===== src/hdl/cdtn_pkg.sv =====
// Shared types, constants and calendar functions of the date and time normaliser.
`timescale 1ns / 1ps

package cdtn_pkg;

    // Calendar constants.
    localparam int C_SEC_PER_MIN  = 60;
    localparam int C_HOUR_PER_DAY = 24;
    localparam int C_CENTURY      = 100;
    localparam int C_YEAR_CYCLE   = 400;
    localparam int C_LEAP_FEB     = 29;
    localparam int C_YEAR_MAX     = 32767;

    // Month numbers that matter to the sequencing.
    localparam logic [3:0] C_MONTH_FIRST = 4'd1;
    localparam logic [3:0] C_MONTH_FEB   = 4'd2;
    localparam logic [3:0] C_MONTH_LAST  = 4'd12;

    // Widths of the working values.
    localparam int C_WIDE_W     = 17;   // carried minute, hour and day
    localparam int C_DIVIDEND_W = 17;   // biased dividend of the shared divider
    localparam int C_DIVISOR_W  = 9;    // largest divisor is the 400-year cycle
    localparam int C_YEAR_W     = 16;   // walked year, may pass the saturation limit
    localparam int C_YMOD_W     = 9;    // year modulo 400

    // Bias that lifts every dividend above zero; a multiple of 60, 24 and 400,
    // so the remainder is unchanged and the quotient carries a fixed offset.
    localparam int C_DIV_OFFSET = 36000;

    // Days of each month in a common year, January first.
    localparam logic [4:0] C_MONTH_LEN [12] = '{
        5'd31, 5'd28, 5'd31, 5'd30, 5'd31, 5'd30,
        5'd31, 5'd31, 5'd30, 5'd31, 5'd30, 5'd31
    };

    // Which value the shared divider works on.
    typedef enum logic [1:0] {
        DIV_SEC,
        DIV_MIN,
        DIV_HOUR,
        DIV_YEAR
    } t_div_sel;

    // Commands from the controller to the datapath.
    typedef struct packed {
        logic     load;
        logic     div_start;
        t_div_sel div_sel;
        logic     walk;
        logic     out_load;
    } t_cdtn_cmd;

    // Status from the datapath to the controller.
    typedef struct packed {
        logic div_done;
        logic fwd_need;
        logic bwd_need;
    } t_cdtn_sts;

    // Gregorian leap test on the year taken modulo 400.
    function automatic logic f_is_leap(input logic [C_YMOD_W-1:0] ymod);
        logic century;
        century = (ymod == C_YMOD_W'(C_CENTURY))
               || (ymod == C_YMOD_W'(2 * C_CENTURY))
               || (ymod == C_YMOD_W'(3 * C_CENTURY));
        return (ymod[1:0] == 2'b00) && !century;
    endfunction

    // Length of a month; month is 1 to 12.
    function automatic logic [4:0] f_days_of(input logic [3:0] month, input logic leap);
        logic [4:0] len;
        len = C_MONTH_LEN[(month == 4'd0) ? 4'd0 : (month - 4'd1)];
        if (month == C_MONTH_FEB && leap) begin
            len = 5'(C_LEAP_FEB);
        end
        return len;
    endfunction

endpackage


===== src/hdl/cdtn_in_if.sv =====
// Input channel of the date and time normaliser: the raw date and time.
`timescale 1ns / 1ps

interface cdtn_in_if;
    logic               valid;
    logic               ready;
    logic signed [15:0] year_in;
    logic signed [15:0] month_in;
    logic signed [15:0] day_in;
    logic signed [15:0] hour_in;
    logic signed [15:0] minute_in;
    logic signed [15:0] second_in;

    modport source (
        output valid, year_in, month_in, day_in, hour_in, minute_in, second_in,
        input  ready
    );
    modport sink (
        input  valid, year_in, month_in, day_in, hour_in, minute_in, second_in,
        output ready
    );
endinterface


===== src/hdl/cdtn_out_if.sv =====
// Output channel of the date and time normaliser: the normalised date and time.
`timescale 1ns / 1ps

interface cdtn_out_if;
    logic        valid;
    logic        ready;
    logic [14:0] year_out;
    logic [3:0]  month_out;
    logic [4:0]  day_out;
    logic [4:0]  hour_out;
    logic [5:0]  minute_out;
    logic [5:0]  second_out;
    logic        year_saturated;

    modport source (
        output valid, year_out, month_out, day_out, hour_out, minute_out,
               second_out, year_saturated,
        input  ready
    );
    modport sink (
        input  valid, year_out, month_out, day_out, hour_out, minute_out,
               second_out, year_saturated,
        output ready
    );
endinterface


===== src/hdl/cdtn_div.sv =====
// Constant divider by reciprocal multiplication, three registered stages per transfer.
`timescale 1ns / 1ps

module cdtn_div import cdtn_pkg::*; (
    input  logic                    i_clk,
    input  logic                    i_rst_n,
    input  logic                    i_start,
    input  logic [C_DIVIDEND_W-1:0] i_dividend,
    input  logic [C_DIVISOR_W-1:0]  i_divisor,
    output logic                    o_done,
    output logic [C_DIVIDEND_W-1:0] o_quot,
    output logic [C_DIVISOR_W-1:0]  o_rem
);

    // Reciprocals rounded up at a common scale of 2^26. For every dividend below
    // 2^17 the rounding error stays under one step, so the top product bits are
    // the exact quotient.
    localparam int C_SHIFT   = 26;
    localparam int C_RECIP_W = 22;
    localparam int C_PROD_W  = C_DIVIDEND_W + C_RECIP_W;
    localparam int C_QUOT_W  = C_PROD_W - C_SHIFT;

    localparam logic [C_RECIP_W-1:0] C_RECIP_MIN  = 22'd1118482;
    localparam logic [C_RECIP_W-1:0] C_RECIP_DAY  = 22'd2796203;
    localparam logic [C_RECIP_W-1:0] C_RECIP_YEAR = 22'd167773;

    logic                    r_v1;
    logic                    r_v2;
    logic                    r_done;
    logic [C_DIVIDEND_W-1:0] r_x;
    logic [C_DIVISOR_W-1:0]  r_dvs;
    logic [C_RECIP_W-1:0]    r_recip;
    logic [C_PROD_W-1:0]     r_prod;
    logic [C_QUOT_W-1:0]     r_quot;
    logic [C_DIVISOR_W-1:0]  r_rem;

    logic [C_RECIP_W-1:0]    s_recip;
    logic [C_QUOT_W-1:0]     s_quot;
    logic [C_DIVIDEND_W-1:0] s_back;
    logic [C_DIVIDEND_W-1:0] s_rem_wide;

    always_comb begin
        case (i_divisor)
            C_DIVISOR_W'(C_SEC_PER_MIN): begin
                s_recip = C_RECIP_MIN;
            end
            C_DIVISOR_W'(C_HOUR_PER_DAY): begin
                s_recip = C_RECIP_DAY;
            end
            default: begin
                s_recip = C_RECIP_YEAR;
            end
        endcase
    end

    assign s_quot     = r_prod[C_PROD_W-1:C_SHIFT];
    assign s_back     = C_DIVIDEND_W'(s_quot) * C_DIVIDEND_W'(r_dvs);
    assign s_rem_wide = r_x - s_back;

    always_ff @(posedge i_clk) begin
        if (!i_rst_n) begin
            r_v1   <= 1'b0;
            r_v2   <= 1'b0;
            r_done <= 1'b0;
        end else begin
            r_v1   <= i_start;
            r_v2   <= r_v1;
            r_done <= r_v2;
        end
    end

    always_ff @(posedge i_clk) begin
        if (i_start) begin
            r_x     <= i_dividend;
            r_dvs   <= i_divisor;
            r_recip <= s_recip;
        end
        if (r_v1) begin
            r_prod <= C_PROD_W'(r_x) * C_PROD_W'(r_recip);
        end
        if (r_v2) begin
            r_quot <= s_quot;
            r_rem  <= s_rem_wide[C_DIVISOR_W-1:0];
        end
    end

    assign o_done = r_done;
    assign o_quot = C_DIVIDEND_W'(r_quot);
    assign o_rem  = r_rem;

endmodule


===== src/hdl/cdtn_datapath.sv =====
// Datapath: working registers, time carries through the divider, month walk, result register.
`timescale 1ns / 1ps

module cdtn_datapath import cdtn_pkg::*; (
    input  logic               i_clk,
    input  logic               i_rst_n,
    input  t_cdtn_cmd          i_cmd,
    input  logic signed [15:0] i_year_in,
    input  logic signed [15:0] i_month_in,
    input  logic signed [15:0] i_day_in,
    input  logic signed [15:0] i_hour_in,
    input  logic signed [15:0] i_minute_in,
    input  logic signed [15:0] i_second_in,
    output t_cdtn_sts          o_sts,
    output logic [14:0]        o_year_out,
    output logic [3:0]         o_month_out,
    output logic [4:0]         o_day_out,
    output logic [4:0]         o_hour_out,
    output logic [5:0]         o_minute_out,
    output logic [5:0]         o_second_out,
    output logic               o_year_saturated
);

    localparam int C_NUM_W     = C_WIDE_W + 1;
    localparam int C_QOFF_MIN  = C_DIV_OFFSET / C_SEC_PER_MIN;
    localparam int C_QOFF_DAY  = C_DIV_OFFSET / C_HOUR_PER_DAY;

    // Working registers.
    logic signed [15:0]         r_s;
    logic signed [C_WIDE_W-1:0] r_m;
    logic signed [C_WIDE_W-1:0] r_h;
    logic signed [C_WIDE_W-1:0] r_d;
    logic [3:0]                 r_month;
    logic [C_YEAR_W-1:0]        r_year;
    logic [C_YMOD_W-1:0]        r_ymod;
    logic [5:0]                 r_sec;
    logic [5:0]                 r_min;
    logic [4:0]                 r_hr;

    // Result register.
    logic [14:0] r_year_out;
    logic [3:0]  r_month_out;
    logic [4:0]  r_day_out;
    logic [4:0]  r_hour_out;
    logic [5:0]  r_minute_out;
    logic [5:0]  r_second_out;
    logic        r_sat_out;

    logic signed [C_NUM_W-1:0]  s_num;
    logic signed [C_NUM_W-1:0]  s_biased;
    logic [C_DIVISOR_W-1:0]     s_divisor;
    logic [C_DIVIDEND_W-1:0]    s_quot;
    logic [C_DIVISOR_W-1:0]     s_rem;
    logic                       s_div_done;
    logic signed [C_NUM_W-1:0]  s_q60;
    logic signed [C_NUM_W-1:0]  s_q24;

    logic [3:0]                 s_month_clamped;
    logic [C_YEAR_W-1:0]        s_year_clamped;

    logic [4:0]                 s_dim_cur;
    logic                       s_fwd_need;
    logic                       s_bwd_need;
    logic [3:0]                 s_bw_month;
    logic [C_YEAR_W-1:0]        s_bw_year;
    logic [C_YMOD_W-1:0]        s_bw_ymod;
    logic [4:0]                 s_dim_bw;

    // Operand of the shared divider, lifted above zero by the bias.
    always_comb begin
        case (i_cmd.div_sel)
            DIV_SEC: begin
                s_num     = C_NUM_W'(r_s);
                s_divisor = C_DIVISOR_W'(C_SEC_PER_MIN);
            end
            DIV_MIN: begin
                s_num     = C_NUM_W'(r_m);
                s_divisor = C_DIVISOR_W'(C_SEC_PER_MIN);
            end
            DIV_HOUR: begin
                s_num     = C_NUM_W'(r_h);
                s_divisor = C_DIVISOR_W'(C_HOUR_PER_DAY);
            end
            default: begin
                s_num     = $signed({2'b00, r_year});
                s_divisor = C_DIVISOR_W'(C_YEAR_CYCLE);
            end
        endcase
        s_biased = s_num + C_NUM_W'(C_DIV_OFFSET);
    end

    cdtn_div u_div (
        .i_clk      (i_clk),
        .i_rst_n    (i_rst_n),
        .i_start    (i_cmd.div_start),
        .i_dividend (s_biased[C_DIVIDEND_W-1:0]),
        .i_divisor  (s_divisor),
        .o_done     (s_div_done),
        .o_quot     (s_quot),
        .o_rem      (s_rem)
    );

    // Floor quotients once the bias is taken back out.
    assign s_q60 = $signed({1'b0, s_quot}) - C_NUM_W'(C_QOFF_MIN);
    assign s_q24 = $signed({1'b0, s_quot}) - C_NUM_W'(C_QOFF_DAY);

    // Clamps applied as the item is taken in.
    always_comb begin
        if (i_month_in < 16'sd1) begin
            s_month_clamped = C_MONTH_FIRST;
        end else if (i_month_in > 16'sd12) begin
            s_month_clamped = C_MONTH_LAST;
        end else begin
            s_month_clamped = i_month_in[3:0];
        end
        if (i_year_in < 16'sd1) begin
            s_year_clamped = C_YEAR_W'(1);
        end else begin
            s_year_clamped = C_YEAR_W'(i_year_in);
        end
    end

    // Month walk: forward while the day overruns its month, backward while
    // it is below one.
    assign s_dim_cur  = f_days_of(r_month, f_is_leap(r_ymod));
    assign s_fwd_need = (r_d > $signed(C_WIDE_W'(s_dim_cur)));
    assign s_bwd_need = r_d[C_WIDE_W-1] || (r_d == '0);

    always_comb begin
        s_bw_month = r_month - 4'd1;
        s_bw_year  = r_year;
        s_bw_ymod  = r_ymod;
        if (r_month == C_MONTH_FIRST) begin
            s_bw_month = C_MONTH_LAST;
            // The year never falls below one.
            if (r_year > C_YEAR_W'(1)) begin
                s_bw_year = r_year - C_YEAR_W'(1);
                s_bw_ymod = (r_ymod == '0) ? C_YMOD_W'(C_YEAR_CYCLE - 1)
                                           : r_ymod - C_YMOD_W'(1);
            end
        end
        s_dim_bw = f_days_of(s_bw_month, f_is_leap(s_bw_ymod));
    end

    always_ff @(posedge i_clk) begin
        if (i_cmd.load) begin
            r_s     <= i_second_in;
            r_m     <= C_WIDE_W'(i_minute_in);
            r_h     <= C_WIDE_W'(i_hour_in);
            r_d     <= C_WIDE_W'(i_day_in);
            r_month <= s_month_clamped;
            r_year  <= s_year_clamped;
        end else if (s_div_done) begin
            case (i_cmd.div_sel)
                DIV_SEC: begin
                    r_m   <= r_m + $signed(s_q60[C_WIDE_W-1:0]);
                    r_sec <= s_rem[5:0];
                end
                DIV_MIN: begin
                    r_h   <= r_h + $signed(s_q60[C_WIDE_W-1:0]);
                    r_min <= s_rem[5:0];
                end
                DIV_HOUR: begin
                    r_d  <= r_d + $signed(s_q24[C_WIDE_W-1:0]);
                    r_hr <= s_rem[4:0];
                end
                default: begin
                    r_ymod <= s_rem;
                end
            endcase
        end else if (i_cmd.walk) begin
            if (s_fwd_need) begin
                r_d <= r_d - $signed(C_WIDE_W'(s_dim_cur));
                if (r_month == C_MONTH_LAST) begin
                    r_month <= C_MONTH_FIRST;
                    r_year  <= r_year + C_YEAR_W'(1);
                    r_ymod  <= (r_ymod == C_YMOD_W'(C_YEAR_CYCLE - 1)) ? '0
                                                                       : r_ymod + C_YMOD_W'(1);
                end else begin
                    r_month <= r_month + 4'd1;
                end
            end else if (s_bwd_need) begin
                r_d     <= r_d + $signed(C_WIDE_W'(s_dim_bw));
                r_month <= s_bw_month;
                r_year  <= s_bw_year;
                r_ymod  <= s_bw_ymod;
            end
        end
    end

    // The walked year stays below twice the limit, so its top bit flags saturation.
    always_ff @(posedge i_clk) begin
        if (i_cmd.out_load) begin
            r_year_out   <= r_year[C_YEAR_W-1] ? 15'(C_YEAR_MAX) : r_year[14:0];
            r_sat_out    <= r_year[C_YEAR_W-1];
            r_month_out  <= r_month;
            r_day_out    <= r_d[4:0];
            r_hour_out   <= r_hr;
            r_minute_out <= r_min;
            r_second_out <= r_sec;
        end
    end

    assign o_sts.div_done = s_div_done;
    assign o_sts.fwd_need = s_fwd_need;
    assign o_sts.bwd_need = s_bwd_need;

    assign o_year_out       = r_year_out;
    assign o_month_out      = r_month_out;
    assign o_day_out        = r_day_out;
    assign o_hour_out       = r_hour_out;
    assign o_minute_out     = r_minute_out;
    assign o_second_out     = r_second_out;
    assign o_year_saturated = r_sat_out;

endmodule


===== src/hdl/cdtn_ctrl.sv =====
// Controller: sequences the carries, the month walk and the result handshake.
`timescale 1ns / 1ps

module cdtn_ctrl import cdtn_pkg::*; (
    input  logic      i_clk,
    input  logic      i_rst_n,
    input  logic      i_in_valid,
    output logic      o_in_ready,
    output logic      o_out_valid,
    input  logic      i_out_ready,
    input  t_cdtn_sts i_sts,
    output t_cdtn_cmd o_cmd
);

    typedef enum logic [2:0] {
        ST_IDLE,
        ST_START,
        ST_DIV,
        ST_WALK,
        ST_DONE
    } t_state;

    t_state   r_state;
    t_div_sel r_sel;
    logic     r_out_valid;
    logic     s_out_free;

    assign s_out_free = !r_out_valid || i_out_ready;

    always_comb begin
        o_cmd.load      = (r_state == ST_IDLE) && i_in_valid;
        o_cmd.div_start = (r_state == ST_START);
        o_cmd.div_sel   = r_sel;
        o_cmd.walk      = (r_state == ST_WALK);
        o_cmd.out_load  = (r_state == ST_DONE) && s_out_free;
    end

    always_ff @(posedge i_clk) begin
        if (!i_rst_n) begin
            r_state     <= ST_IDLE;
            r_sel       <= DIV_SEC;
            r_out_valid <= 1'b0;
        end else begin
            // A new result replaces one that leaves in the same cycle.
            if (o_cmd.out_load) begin
                r_out_valid <= 1'b1;
            end else if (i_out_ready) begin
                r_out_valid <= 1'b0;
            end
            case (r_state)
                ST_IDLE: begin
                    if (i_in_valid) begin
                        r_sel   <= DIV_SEC;
                        r_state <= ST_START;
                    end
                end
                ST_START: begin
                    r_state <= ST_DIV;
                end
                ST_DIV: begin
                    if (i_sts.div_done) begin
                        case (r_sel)
                            DIV_SEC: begin
                                r_sel   <= DIV_MIN;
                                r_state <= ST_START;
                            end
                            DIV_MIN: begin
                                r_sel   <= DIV_HOUR;
                                r_state <= ST_START;
                            end
                            DIV_HOUR: begin
                                r_sel   <= DIV_YEAR;
                                r_state <= ST_START;
                            end
                            default: begin
                                r_state <= ST_WALK;
                            end
                        endcase
                    end
                end
                ST_WALK: begin
                    if (!i_sts.fwd_need && !i_sts.bwd_need) begin
                        r_state <= ST_DONE;
                    end
                end
                ST_DONE: begin
                    if (s_out_free) begin
                        r_state <= ST_IDLE;
                    end
                end
                default: begin
                    r_state <= ST_IDLE;
                end
            endcase
        end
    end

    assign o_in_ready  = (r_state == ST_IDLE);
    assign o_out_valid = r_out_valid;

endmodule


===== src/hdl/calendar_date_time_normalizer_unit.sv =====
// Top level of the Gregorian date and time normaliser.
`timescale 1ns / 1ps

// The unit takes a signed date and time whose fields may lie outside their
// ranges and returns the same instant in normalised Gregorian form. As the
// item is taken in, the month is clamped to 1..12 and the year to at least 1.
// Seconds and minutes then carry at base 60 and hours at base 24 into the day,
// rounding towards minus infinity so that negative values borrow, and the day
// is walked month by month, forwards or backwards, until it fits its month;
// the year never drops below 1 on the way back. A walked year above 32767 is
// reported as 32767 with year_saturated set, the other fields keeping their
// walked values. Items are handled one at a time. An item is taken in, then
// goes through the three time carries and the year-modulo-400 step, which
// share one divider that multiplies by a fixed reciprocal over three
// registered stages, then through the month walk until the day fits its
// month, and last the result register is loaded. An item whose carried day
// lies near its extreme of some 34 000 days steps about 1 120 months. The
// result sits in an output register, so the next item is taken while a
// finished result still waits for its transfer; the following result then
// waits in its last step until the earlier one has been transferred.
module calendar_date_time_normalizer_unit import cdtn_pkg::*; (
    input  logic        i_clk,
    input  logic        i_rst_n,
    cdtn_in_if.sink     i_in,
    cdtn_out_if.source  o_out
);

    // Command and status between the sequencer and the datapath.
    t_cdtn_cmd s_cmd;
    t_cdtn_sts s_sts;

    // The controller owns both handshakes; the datapath only sees commands.
    cdtn_ctrl u_ctrl (
        .i_clk       (i_clk),
        .i_rst_n     (i_rst_n),
        .i_in_valid  (i_in.valid),
        .o_in_ready  (i_in.ready),
        .o_out_valid (o_out.valid),
        .i_out_ready (o_out.ready),
        .i_sts       (s_sts),
        .o_cmd       (s_cmd)
    );

    // The datapath holds the working values, the divider and the result register.
    cdtn_datapath u_datapath (
        .i_clk            (i_clk),
        .i_rst_n          (i_rst_n),
        .i_cmd            (s_cmd),
        .i_year_in        (i_in.year_in),
        .i_month_in       (i_in.month_in),
        .i_day_in         (i_in.day_in),
        .i_hour_in        (i_in.hour_in),
        .i_minute_in      (i_in.minute_in),
        .i_second_in      (i_in.second_in),
        .o_sts            (s_sts),
        .o_year_out       (o_out.year_out),
        .o_month_out      (o_out.month_out),
        .o_day_out        (o_out.day_out),
        .o_hour_out       (o_out.hour_out),
        .o_minute_out     (o_out.minute_out),
        .o_second_out     (o_out.second_out),
        .o_year_saturated (o_out.year_saturated)
    );

`ifndef ASSERT_OFF
    // Once an item is taken the unit is busy and takes no second one at once.
    a_busy_after_accept: assert property (@(posedge i_clk) disable iff (!i_rst_n)
        (i_in.valid && i_in.ready) |=> !i_in.ready)
        else $error("input taken again directly after a transfer");

    // A presented result is always in its normalised ranges.
    a_result_ranges: assert property (@(posedge i_clk) disable iff (!i_rst_n)
        o_out.valid |-> (o_out.month_out >= 4'd1) && (o_out.month_out <= 4'd12)
                     && (o_out.day_out >= 5'd1) && (o_out.hour_out <= 5'd23)
                     && (o_out.minute_out <= 6'd59) && (o_out.second_out <= 6'd59)
                     && (o_out.year_out != 15'd0))
        else $error("result outside its normalised range");

    // Saturation reports the year at its upper limit.
    a_saturation: assert property (@(posedge i_clk) disable iff (!i_rst_n)
        (o_out.valid && o_out.year_saturated) |-> (o_out.year_out == 15'h7fff))
        else $error("saturated year not at its limit");

    // The month walk is only commanded when no divider work is in flight.
    a_walk_no_div: assert property (@(posedge i_clk) disable iff (!i_rst_n)
        s_cmd.walk |-> !s_cmd.div_start && !s_sts.div_done && !s_cmd.load)
        else $error("month walk overlaps a carry step");
`endif

endmodule

===== src/flat_wrapper.sv =====
// flat-port wrapper written by rule: the top's interface ports become plain ports
module calendar_date_time_normalizer_unit_flat import cdtn_pkg::*;
  (i_clk, i_rst_n, i_in_valid, i_in_year_in, i_in_month_in, i_in_day_in, i_in_hour_in, i_in_minute_in, i_in_second_in, i_in_ready, o_out_valid, o_out_year_out, o_out_month_out, o_out_day_out, o_out_hour_out, o_out_minute_out, o_out_second_out, o_out_year_saturated, o_out_ready);
  cdtn_in_if i_in_i ();
  cdtn_out_if o_out_i ();
  input  logic i_clk;
  input  logic i_rst_n;
  input wire logic [$bits(i_in_i.valid)-1:0] i_in_valid;
  input wire logic [$bits(i_in_i.year_in)-1:0] i_in_year_in;
  input wire logic [$bits(i_in_i.month_in)-1:0] i_in_month_in;
  input wire logic [$bits(i_in_i.day_in)-1:0] i_in_day_in;
  input wire logic [$bits(i_in_i.hour_in)-1:0] i_in_hour_in;
  input wire logic [$bits(i_in_i.minute_in)-1:0] i_in_minute_in;
  input wire logic [$bits(i_in_i.second_in)-1:0] i_in_second_in;
  output wire logic [$bits(i_in_i.ready)-1:0] i_in_ready;
  output wire logic [$bits(o_out_i.valid)-1:0] o_out_valid;
  output wire logic [$bits(o_out_i.year_out)-1:0] o_out_year_out;
  output wire logic [$bits(o_out_i.month_out)-1:0] o_out_month_out;
  output wire logic [$bits(o_out_i.day_out)-1:0] o_out_day_out;
  output wire logic [$bits(o_out_i.hour_out)-1:0] o_out_hour_out;
  output wire logic [$bits(o_out_i.minute_out)-1:0] o_out_minute_out;
  output wire logic [$bits(o_out_i.second_out)-1:0] o_out_second_out;
  output wire logic [$bits(o_out_i.year_saturated)-1:0] o_out_year_saturated;
  input wire logic [$bits(o_out_i.ready)-1:0] o_out_ready;
  assign i_in_i.valid = i_in_valid;
  assign i_in_i.year_in = i_in_year_in;
  assign i_in_i.month_in = i_in_month_in;
  assign i_in_i.day_in = i_in_day_in;
  assign i_in_i.hour_in = i_in_hour_in;
  assign i_in_i.minute_in = i_in_minute_in;
  assign i_in_i.second_in = i_in_second_in;
  assign i_in_ready = i_in_i.ready;
  assign o_out_valid = o_out_i.valid;
  assign o_out_year_out = o_out_i.year_out;
  assign o_out_month_out = o_out_i.month_out;
  assign o_out_day_out = o_out_i.day_out;
  assign o_out_hour_out = o_out_i.hour_out;
  assign o_out_minute_out = o_out_i.minute_out;
  assign o_out_second_out = o_out_i.second_out;
  assign o_out_year_saturated = o_out_i.year_saturated;
  assign o_out_i.ready = o_out_ready;
  calendar_date_time_normalizer_unit u_core (.i_clk(i_clk), .i_rst_n(i_rst_n), .i_in(i_in_i), .o_out(o_out_i));
endmodule

===== config.mk =====
export PLATFORM = sky130hd
export DESIGN_NAME = calendar_date_time_normalizer_unit_flat
export DESIGN_NICKNAME = d
export VERILOG_FILES = /design/src/hdl/cdtn_pkg.sv /design/src/hdl/cdtn_in_if.sv /design/src/hdl/cdtn_out_if.sv /design/src/hdl/cdtn_div.sv /design/src/hdl/cdtn_datapath.sv /design/src/hdl/cdtn_ctrl.sv /design/src/hdl/calendar_date_time_normalizer_unit.sv /design/src/flat_wrapper.sv
export SDC_FILE = /design/constraint.sdc
export NUM_CORES = 1
export LEC_CHECK = 0
export ABC_CLOCK_PERIOD_IN_PS = 17200
export CAP_MARGIN = 30
export CORE_ASPECT_RATIO = 0.8
export CORE_MARGIN = 2
export CORE_UTILIZATION = 25
export CTS_CLUSTER_DIAMETER = 40
export CTS_CLUSTER_SIZE = 25
export DETAILED_ROUTE_END_ITERATION = 10
export DONT_BUFFER_PORTS = 1
export PLACE_DENSITY_LB_ADDON = 0.08
export SYNTH_ARGS = -nofsm -noshare
export SYNTH_HDL_FRONTEND = slang
export SYNTH_SLANG_ARGS = --single-unit

===== constraint.sdc =====
create_clock -name i_clk -period 17.2 [get_ports i_clk]
set_input_delay 1.72 -clock i_clk [delete_from_list [all_inputs] [get_ports i_clk]]
set_output_delay 1.72 -clock i_clk [all_outputs]
set_load 0.02 [all_outputs]

==> results of run 1 <==
==> worst reg2reg max path, stage by stage (launching register included) <==
cell and delay, ps:
edfxtp_1 800, nand2_1 470, xor2_1 280, ha_1 210, o21bai_1 180, fa_1 530, fa_1 550, fa_1 530
fa_1 540, inv_1 50, fa_1 530, inv_1 40, ha_1 320, nand4_1 130, nor3_1 630, nor4_1 190
a311oi_1 330, buf_4 200, o21ai_0 130, a21boi_0 440, o21ai_0 240, o21bai_1 200, xnor2_1 80
==> synth_stat cells, drive strengths merged, types with 12 or more instances <==
master	n	area share, %
nand2	203	3.2
nor2b	14	0.37
o211ai	12	0.44
nand2b	18	0.47
a21oi	109	2.3
o31ai	15	0.47
xnor2	97	3.6
mux2i	25	1.1
or3	13	0.34
and3	16	0.42
a21o	28	0.88
nand3	44	0.92
a211oi	12	0.38
a31oi	15	0.39
a222oi	17	0.71
o21ai	110	2.3
nor3	34	0.71
nand4	13	0.34
clkbuf	60	0.95
and2	52	1.4
inv	498	7.8
nor4	18	0.47
xor2	48	1.8
fa	270	23
nor2	110	1.7
edfxtp	213	27
ha	241	13
==> cells by family after synthesis <==
family          share of synthesized area (%)
flops                                   27.60
simple gates                            11.43
compound gates                          10.19
buf+inv                                 8.954
fa+ha+maj                               35.34
xor+xnor                                5.331
mux                                     1.145
==> worst max-delay path by stage <==
stage | endpoint | depth (start not counted) | startpoint | slack (ps)
3_3_place_gp | u_core.u_datapath.u_div.r_prod[38] | 22 | u_core.u_datapath.u_div.r_recip[17] | 9340
3_5_place_dp | u_core.u_datapath.u_div.r_prod[38] | 22 | u_core.u_datapath.u_div.r_recip[17] | 9330
6_report | u_core.u_datapath.u_div.r_prod[38] | 22 | u_core.u_datapath.u_div.r_recip[17] | 9340
2_1_floorplan | u_core.u_datapath.u_div.r_prod[34] | 24 | u_core.u_datapath.u_div.r_recip[17] | 10750
5_1_grt | u_core.u_datapath.u_div.r_prod[38] | 23 | u_core.u_datapath.u_div.r_recip[17] | 8870
4_1_cts | u_core.u_datapath.u_div.r_prod[38] | 22 | u_core.u_datapath.u_div.r_recip[17] | 9310
==> metal layers <==
| metal | track usage [%] | vias to the layer above | share of wire, % |
|---|---|---|---|
| met4 | 1.967 | 0 | 1.0 |
| li1 | - | 8016 | - |
| met1 | 26.09 | 8417 | 54 |
| met3 | 3.043 | 53 | 5.5 |
| met5 | 0 | - | 0 |
| met2 | 22.23 | 402 | 40 |
==> final cells by class <==
type	instances	area [um^2]
inverters	499	1874
flip-flops and latches	222	6578
repair buffers	14	125.1
well taps	1236	1546
multi-input cells	1633	15140
fillers	9981	68280
clock inverters	23	187.7
clock buffers	41	919.6
==> state kept, by name (all words and copies together), names as in the netlist, 9 cells and up <==
| name | count |
|---|---|
| u_core.u_datapath.r_d | 17 |
| u_core.u_datapath.r_h | 17 |
| u_core.u_datapath.r_m | 17 |
| u_core.u_datapath.u_div.r_x | 17 |
| u_core.u_datapath.r_s | 16 |
| u_core.u_datapath.r_year | 16 |
| u_core.u_datapath.o_year_out | 15 |
| u_core.u_datapath.u_div.r_prod | 13 |
| u_core.u_datapath.u_div.r_quot | 13 |
| u_core.u_datapath.r_ymod | 9 |
| u_core.u_datapath.u_div.o_rem | 9 |
==> per-stage QoR <==
| step | std cells | cell area [um^2] | hold slack, ps | setup slack (ps) |
|---|---|---|---|---|
| floorplan | 2422 | 23820 | 400.3 | 10750 |
| global placement | 3603 | 25230 | 411.7 | 9345 |
| detailed placement | 3603 | 25230 | 404.5 | 9332 |
| CTS | 3667 | 26340 | 420.6 | 9305 |
| global route | 3668 | 26370 | 429.5 | 8873 |
| finish | 3668 | 26370 | 418.4 | 9338 |
==> impl_results.md, run 1 <==
- Die Area: 97800 um^2
- Initial Utilization: between 20% and 30%
- Sequential element share of the synthesized area: ~28%
- Critical R2R Capture: u_core.u_datapath.u_div.r_prod[38]
- Most frequent cell on the critical path: fa_1
- Port Buf Inserts: 0
- NumNets Final: ~3000
- Initial antenna violation count: 1
- Worst Setup End Kind: register
- Least-Margin Pin Slew: 935.7 ps
- Worst path max stage delay: around 800 ps
- Hold Crit Start: u_core.u_datapath.r_min[1]
- Final Skew: between 30 and 40 ps
- DRT Wirelength: approximately 80 mm
- Core Area: between 90000 and 100000 um^2
- Hpwl dp: 65.07 mm
- Most common cell after layout, fill and taps aside: inv_1
- Register bit total from synthesis: approximately 220
- Number of max-cap violations: 0
- Post-Syn Area: between 20000 and 25000 um^2
- Layout overhead on the synthesized area: 10.68%
- H-tree depth: 2
- Clk_lat worst skew: 550 ps
- Synth unique cells: 73
- R2R setup slack: approximately 9300 ps
- Diodes inserted: 0
- Largest net degree at the start of global routing: 66
- Final min period: a little under 8000 ps
- CP cell instances: nand2_1 -> xor2_1 -> ha_1 -> o21bai_1 -> fa_1 -> fa_1 -> fa_1 -> fa_1 -> inv_1 -> fa_1 -> inv_1 -> ha_1 -> nand4_1 -> nor3_1 -> nor4_1 -> a311oi_1 -> buf_4 -> o21ai_0 -> a21boi_0 -> o21ai_0 -> o21bai_1 -> xnor2_1
- Slowest CP cell: edfxtp_1
- Most frequent cells in the layout: 497 x inv_1, 270 x fa_1, 241 x ha_1, 213 x edfxtp_1, 202 x nand2_1
- Crit path buf inv count: 3
- RSZ-0062 raised after global routing: no
- Routability congestion estimate: between 0.8 and 0.9
- Final hold vios: 0
- Core Util, Final: between 20 and 30%
- DR iter-0 viols: between 1000 and 1500
- Root Buffer: clkbuf_16
- R2R depth: 22
- CP Data Required Time: approximately 17000 ps
- Wire per inst: between 20 and 25 um
- Critical path arrival: 8150 ps
- Hold path depth: 0
- Final antenna-violating net count: 0
- Vias: between 15000 and 20000
- Crit path max-delay family: adder cells
- Via density: approximately 4.6
- Mean post-synth cell area: ~9.8 um^2
- Hold Path Sink: u_core.u_datapath.o_minute_out[1]
- Status: completed
- Slew Viols, Final: 0
- Final setup violation count: 0
- GRT overflow: 0
- Die height: roughly 280 um
- Reg-to-reg startpoint: u_core.u_datapath.u_div.r_recip[17]
- Max FO, Critical Path: 18
- Top-Level Pins: around 140
- Crit path kind: register to register
- Clock transition at path regs: around 70 ps
- Post-synth EDFFs: roughly 210
- CTS Hold Bufs: 0
- Post-Syn Nets: between 3000 and 4000
- Post-route setup TNS: 0 ps
- Die X: 349.1 um
- Main synth FF type: edfxtp_1
- TritonCTS clock tree: built
- Post-cts resize count: 0
- Nature of the critical path startpoint: register
- Share of post-route cells with drive strength above 1: just under 4%
- Overall Global Routing Usage: 16.14%
- CTS Buf Count: 35
- Async SR Flop Fraction: 0%
- Rows: about 100
- DRC violations left: 0
- Clock sink count: 222
- Min-Delay Path Class: register to register
- Clk buf depth: 3
- Slew HR: between 30% and 40%
- Synth warn: 0
- Drt pass-1 iters: 6
- First-pass GRT wire length: ~120 mm
- Vias in the first global route: ~18000
- Max frequency: 0.1272 GHz
- Part of the cycle the worst path needs: between 40% and 50%
- Postcts setup bufs: 0
- Post-Syn Instances: about 2400
Power of run 1 is not shown: default switching activity piles up to over one toggle a cycle in this logic, so the estimate is an artifact.
==> run 2: changes to the inputs <==
ABC_CLOCK_PERIOD_IN_PS = 6450   (was 17200)
clock period = 6.45 ns   (was 17.2 ns; I/O delays follow)
==> run 2 against run 1 <==
  * The run now ends with negative setup slack left
  * Clock skew up 9.3 ps
  * Critical path depth up 3
  * First-iteration DRC count up 0.36%
  * Sequential share of layout area down 2.0 points
  * Wire length up 4.1%
==> impl_results.md, run 2 (synthesis gave the netlist of run 1 again) <==
- DR iter-0 viols: between 1000 and 1500
- DRC violations left: 0
- Nature of the critical path startpoint: register
- Port Buf Inserts: 0
- Final hold vios: 0
- Core Util, Final: a little under a third
- Critical path arrival: just under 7000 ps
- Rows: roughly 100
- Initial antenna violation count: 3
- Core Area: 94650 um^2
- Vias: between 15000 and 20000
- Hpwl dp: just under 70 mm
- Most frequent cells in the layout: 469 x inv_1, 250 x fa_1, 230 x ha_1, 213 x edfxtp_1, 185 x buf_4
- Final min period: roughly 6500 ps
- Drt pass-1 iters: 6
- H-tree depth: 2
- Top-Level Pins: 144
- Clk buf depth: 3
- Share of post-route cells with drive strength above 1: between 10% and 20%
- Max frequency: between 0.15 and 0.2 GHz
- R2R setup slack: -20 ps
- Most common cell after layout, fill and taps aside: inv_1
- Setup slack after layout: -19.49 ps
- CTS Buf Count: 37
- Least-Margin Pin Slew: 1067 ps
- Die height: 280.1 um
- Largest net degree at the start of global routing: 60
- Final Skew: between 40 and 50 ps
- Root Buffer: clkbuf_16
- CTS Hold Bufs: 0
- Status: complete, but fails checks
- Crit path kind: register to register
- Initial Utilization: around 25%
- Die Area: ~98000 um^2
- Hold Path Sink: u_core.u_datapath.r_s[0]
- Wire per inst: around 21 um
- TritonCTS clock tree: built
- Overall Global Routing Usage: between 10% and 20%
- CP Data Required Time: just under 7000 ps
- DRT Wirelength: approximately 81 mm
- Clk_lat worst skew: 570 ps
- Critical R2R Capture: u_core.u_datapath.u_div.r_prod[38]
- GRT overflow: 0
- Final antenna-violating net count: 0
- Die X: between 300 and 400 um
- Via density: 4.594
- RSZ-0062 raised after global routing: yes
- Reg-to-reg startpoint: u_core.u_datapath.u_div.r_recip[17]
- R2R depth: 25
- Slew HR: slightly below 30%
- Max FO, Critical Path: 7
- Vias in the first global route: 18500
- NumNets Final: ~3200
- Min-Delay Path Class: primary input to register
- Failing checks: negative setup slack
- Layout overhead on the synthesized area: 20.15%
- Final setup violation count: 3
- Clock sink count: around 220
- Part of the cycle the worst path needs: 100.3%
- Clock transition at path regs: about 70 ps
- Worst Setup End Kind: register
- First-pass GRT wire length: 122.6 mm
- Number of max-cap violations: 0
- Routability congestion estimate: between 0.8 and 0.9
- Hold Crit Start: i_in_second_in[0]
- Hold path depth: 0
- Slew Viols, Final: 0
## run 2: changes by cell type in the layout (fill, tap and decap cells not counted), moves of 7 or more
cell | before | now
buf_4 | 13 | 185
inv_1 | 497 | 469
inv_2 | 1 | 27
fa_1 | 270 | 250
fa_2 | 0 | 20
nand2_1 | 202 | 182
buf_6 | 0 | 17
nand2_2 | 0 | 12
ha_1 | 241 | 230
ha_4 | 0 | 10
and2_1 | 52 | 44
and2_4 | 0 | 8
nand2_4 | 1 | 8
## run 2: what timing repair did
action	in CTS	in global routing
setup buffers	21	11
gates cloned	0	0
endpoints found under the setup margin	13	12
pin swaps	78	57
gates resized for setup	85	70
## run 2: layer usage
layer | vias up | wire length (um) | track usage, %
met2 | 411 | 32560 | 23.51
met1 | 8889 | 43740 | 27.02
met5 | - | 27 | 0
met3 | 51 | 4053 | 2.877
met4 | 4 | 869 | 2.354
li1 | 8406 | - | -
## run 2: worst max-delay path by stage
stage | startpoint | end | slack (ps)
3_3_place_gp | u_core.u_datapath.u_div.r_recip[19] | u_core.u_datapath.u_div.r_prod[35] | -810
3_5_place_dp | u_core.u_datapath.u_div.r_recip[19] | u_core.u_datapath.u_div.r_prod[38] | -820
6_report | u_core.u_datapath.u_div.r_recip[17] | u_core.u_datapath.u_div.r_prod[38] | -20
2_1_floorplan | u_core.u_datapath.u_div.r_recip[17] | u_core.u_datapath.u_div.r_prod[34] | 2
5_1_grt | u_core.u_datapath.u_div.r_recip[17] | u_core.u_datapath.u_div.r_prod[38] | -270
4_1_cts | u_core.u_datapath.u_div.r_recip[19] | u_core.u_datapath.u_div.r_prod[38] | -180
## run 2: per-stage QoR
step           instances  setup slack, ps  TNS [ps]  instance area, um^2  hold slack [ps]
6_report            3866           -19.49    -21.49                28630            193.3
5_1_grt             3865           -270.4     -1906                28620            162.0
4_1_cts             3856           -182.3    -724.7                28310            153.7
3_5_place_dp        3769           -821.6     -7022                26500            404.5
3_3_place_gp        3769           -812.5     -7092                26500            412.3
2_1_floorplan       2422            2.262         0                23820            400.3
## run 2: layout make-up
type / count / area (um^2)
clock buffer: 39 / 975.9
antenna: 1 / 2.502
inverter: 499 / 1881
fill: 9877 / 66030
multi-input combinational: 1633 / 15590
clock inverter: 29 / 372.9
sequential: 222 / 6578
timing repair buffer: 207 / 1683
tap: 1236 / 1546
## run 2: critical path: stages, from the launching register on
cell,delay [ps]
edfxtp_1,430
buf_12,170
buf_8,130
buf_4,150
and2_1,160
ha_1,300
fa_2,590
fa_1,470
fa_1,500
fa_1,570
inv_2,40
fa_1,490
inv_2,50
ha_4,280
nand4_1,150
buf_4,180
nor3_4,290
nor4_4,70
a311oi_2,240
buf_4,210
o21ai_4,90
a21boi_4,210
buf_6,130
o21ai_4,60
o21bai_1,160
xnor2_1,80
Power of run 2 is left out for the same reason.
==> run 3: changes to the inputs <==
CORE_UTILIZATION = 26   (was 25)
==> run 3 against run 2 <==
  * Count of clock-buffer cells in the layout unchanged
  * Utilization grew 0.65 points
  * Register-to-register slack improved by 20 ps
  * Critical path depth shrank 1
  * Die area fell by 3.8%
  * The flow still finishes with violations (negative setup slack)
  * Highest routed layer is now met4
  * Sequential share of layout area rose by 0.41 points
  * Final cell count is 1.3% lower
  * First-iteration DRC count down 5.7%
  * Hold slack got worse by 8.8 ps
  * Fmax is 0.29% higher
==> impl_results.md, run 3 (synthesis gave the netlist of run 1 again) <==
- Drt pass-1 iters: 5
- Share of post-route cells with drive strength above 1: approximately 13%
- DRC violations left: 0
- Diodes inserted: 0
- Failing checks: negative setup slack
- CTS Buf Count: 36
- Most common cell after layout, fill and taps aside: inv_1
- Wire per inst: 20.60 um
- Clk buf depth: 3
- Top-Level Pins: around 140
- Most frequent cells in the layout: 487 x inv_1, 258 x fa_1, 233 x ha_1, 213 x edfxtp_1, 187 x nand2_1
- Wire length on met2: between 30 and 40 mm
- Max frequency: 0.1550 GHz
- Finished Cell Area: ~28000 um^2
- Status: complete, but fails checks
- Core Util, Final: 30.89%
- Core Area: 91040 um^2
- Port Buf Inserts: 0
- Die height: approximately 270 um
- Largest net degree at the start of global routing: 72
- Die Area: between 90000 and 100000 um^2
- Final Skew: about 32 ps
- RSZ-0062 raised after global routing: yes
- First-pass GRT wire length: between 100 and 150 mm
- Vias in the first global route: between 15000 and 20000
- Setup slack after layout: -0.9965 ps
- Overall Global Routing Usage: roughly 17%
- R2R depth: 24
- Worst Setup End Kind: register
- Nature of the critical path startpoint: register
- NumNets Final: about 3200
- Hold Crit Start: i_in_second_in[0]
- Part of the cycle the worst path needs: 100.0%
- Root Buffer: clkbuf_16
- Reg area: between 6000 and 7000 um^2
- Clock sink count: around 220
- Final setup violation count: 1
- Final min period: approximately 6500 ps
- Rows: 99
- DP Area: approximately 26000 um^2
- DRT Wirelength: approximately 79 mm
- Critical path arrival: around 6700 ps
- Min-Delay Path Class: primary input to register
- Final hold vios: 0
- H-tree depth: 2
- Met1 Routed Length: approximately 42 mm
- Routability congestion estimate: between 0.8 and 0.9
- Least-Margin Pin Slew: a little over 1000 ps
- Critical R2R Capture: u_core.u_datapath.u_div.r_prod[34]
- Max FO, Critical Path: 6
- Layout overhead on the synthesized area: 18.04%
- Number of max-cap violations: 0
- Initial Utilization: 26.17%
- Via density: roughly 4.6
- Slew Viols, Final: 0
- Hpwl dp: about 66 mm
- TritonCTS clock tree: built
- CP Data Required Time: 6740 ps
- DR iter-0 viols: ~1300
- Vias: 17560
- Die X: between 300 and 400 um
- Metal3 WL: between 3 and 4 mm
- Fillcell total: a little under 10000
- Final antenna-violating net count: 0
- Slew HR: between 30% and 40%
- Reg-to-reg startpoint: u_core.u_datapath.u_div.r_x[7]
- Hold Path Sink: u_core.u_datapath.r_s[0]
- Clk_lat worst skew: approximately 560 ps
- Initial antenna violation count: 1
- Crit path kind: register to register
- GRT overflow: 0
- Top layer reached by signal wires: met4
- R2R setup slack: -1 ps
- Hold path depth: 0
- Multi-input logic area: ~15000 um^2
- Clock transition at path regs: ~60 ps
==> run 3: routing by layer <==
layer	vias up	global-route usage, %
met2	353	24.11
li1	8358	-
met5	-	0
met1	8798	27.36
met3	46	2.494
met4	0	2.054
==> run 3: worst max path at each step <==
stage                                             start                                 end  slack, ps  depth (start not counted)
CTS                 u_core.u_datapath.u_div.r_recip[17]  u_core.u_datapath.u_div.r_prod[34]         -3                         25
floorplan           u_core.u_datapath.u_div.r_recip[17]  u_core.u_datapath.u_div.r_prod[34]          2                         24
global route             u_core.u_datapath.u_div.r_x[7]  u_core.u_datapath.u_div.r_prod[34]       -270                         24
detailed placement  u_core.u_datapath.u_div.r_recip[17]  u_core.u_datapath.u_div.r_prod[34]       -600                         25
finish                   u_core.u_datapath.u_div.r_x[7]  u_core.u_datapath.u_div.r_prod[34]         -1                         24
global placement    u_core.u_datapath.u_div.r_recip[17]  u_core.u_datapath.u_div.r_prod[37]       -620                         25
==> run 3: through the flow <==
stage          setup slack [ps]  hold slack (ps)  setup TNS, ps  instances
2_1_floorplan             2.262            400.3              0       2422
3_3_place_gp             -621.5            400.8          -5004       3737
3_5_place_dp             -602.8            405.6          -4812       3738
4_1_cts                  -3.035            152.9         -3.035       3812
5_1_grt                  -274.2            153.0          -1947       3814
6_report                -0.9965            184.5        -0.9965       3814
==> run 3: repair_timing <==
item                                   4_1_cts  5_1_grt
cloned                                       1        0
buffers inserted                             9        2
gates resized for setup                     81       20
pin swaps                                   58       21
hold buffers                                 0        0
setup endpoints to repair                   11        9
endpoints found under the hold margin        0        0
==> run 3: cell type report <==
type | instances | share of cell area [%]
Clock buffer | 39 | 3.355
Clock inverter | 27 | 1.063
Inverter | 499 | 6.678
Multi-Input combinational cell | 1633 | 54.99
Sequential cell | 222 | 23.39
Tap cell | 1212 | 5.392
Timing Repair Buffer | 182 | 5.134
==> run 3: worst max-delay path, cell delays in order, from the launching register on <==
cell	delay [ps]
edfxtp_1	500
buf_6	170
and2_4	160
fa_1	510
fa_1	530
inv_2	40
fa_1	530
inv_1	60
fa_1	470
inv_1	50
fa_1	490
inv_2	40
fa_1	510
ha_4	290
nand4_1	130
buf_4	180
nor3_4	260
nor4_4	70
a311oi_2	260
buf_4	210
o21ai_4	80
a21boi_4	200
or2_4	180
a31oi_4	90
xnor2_2	140
Power of run 3 is left out for the same reason.
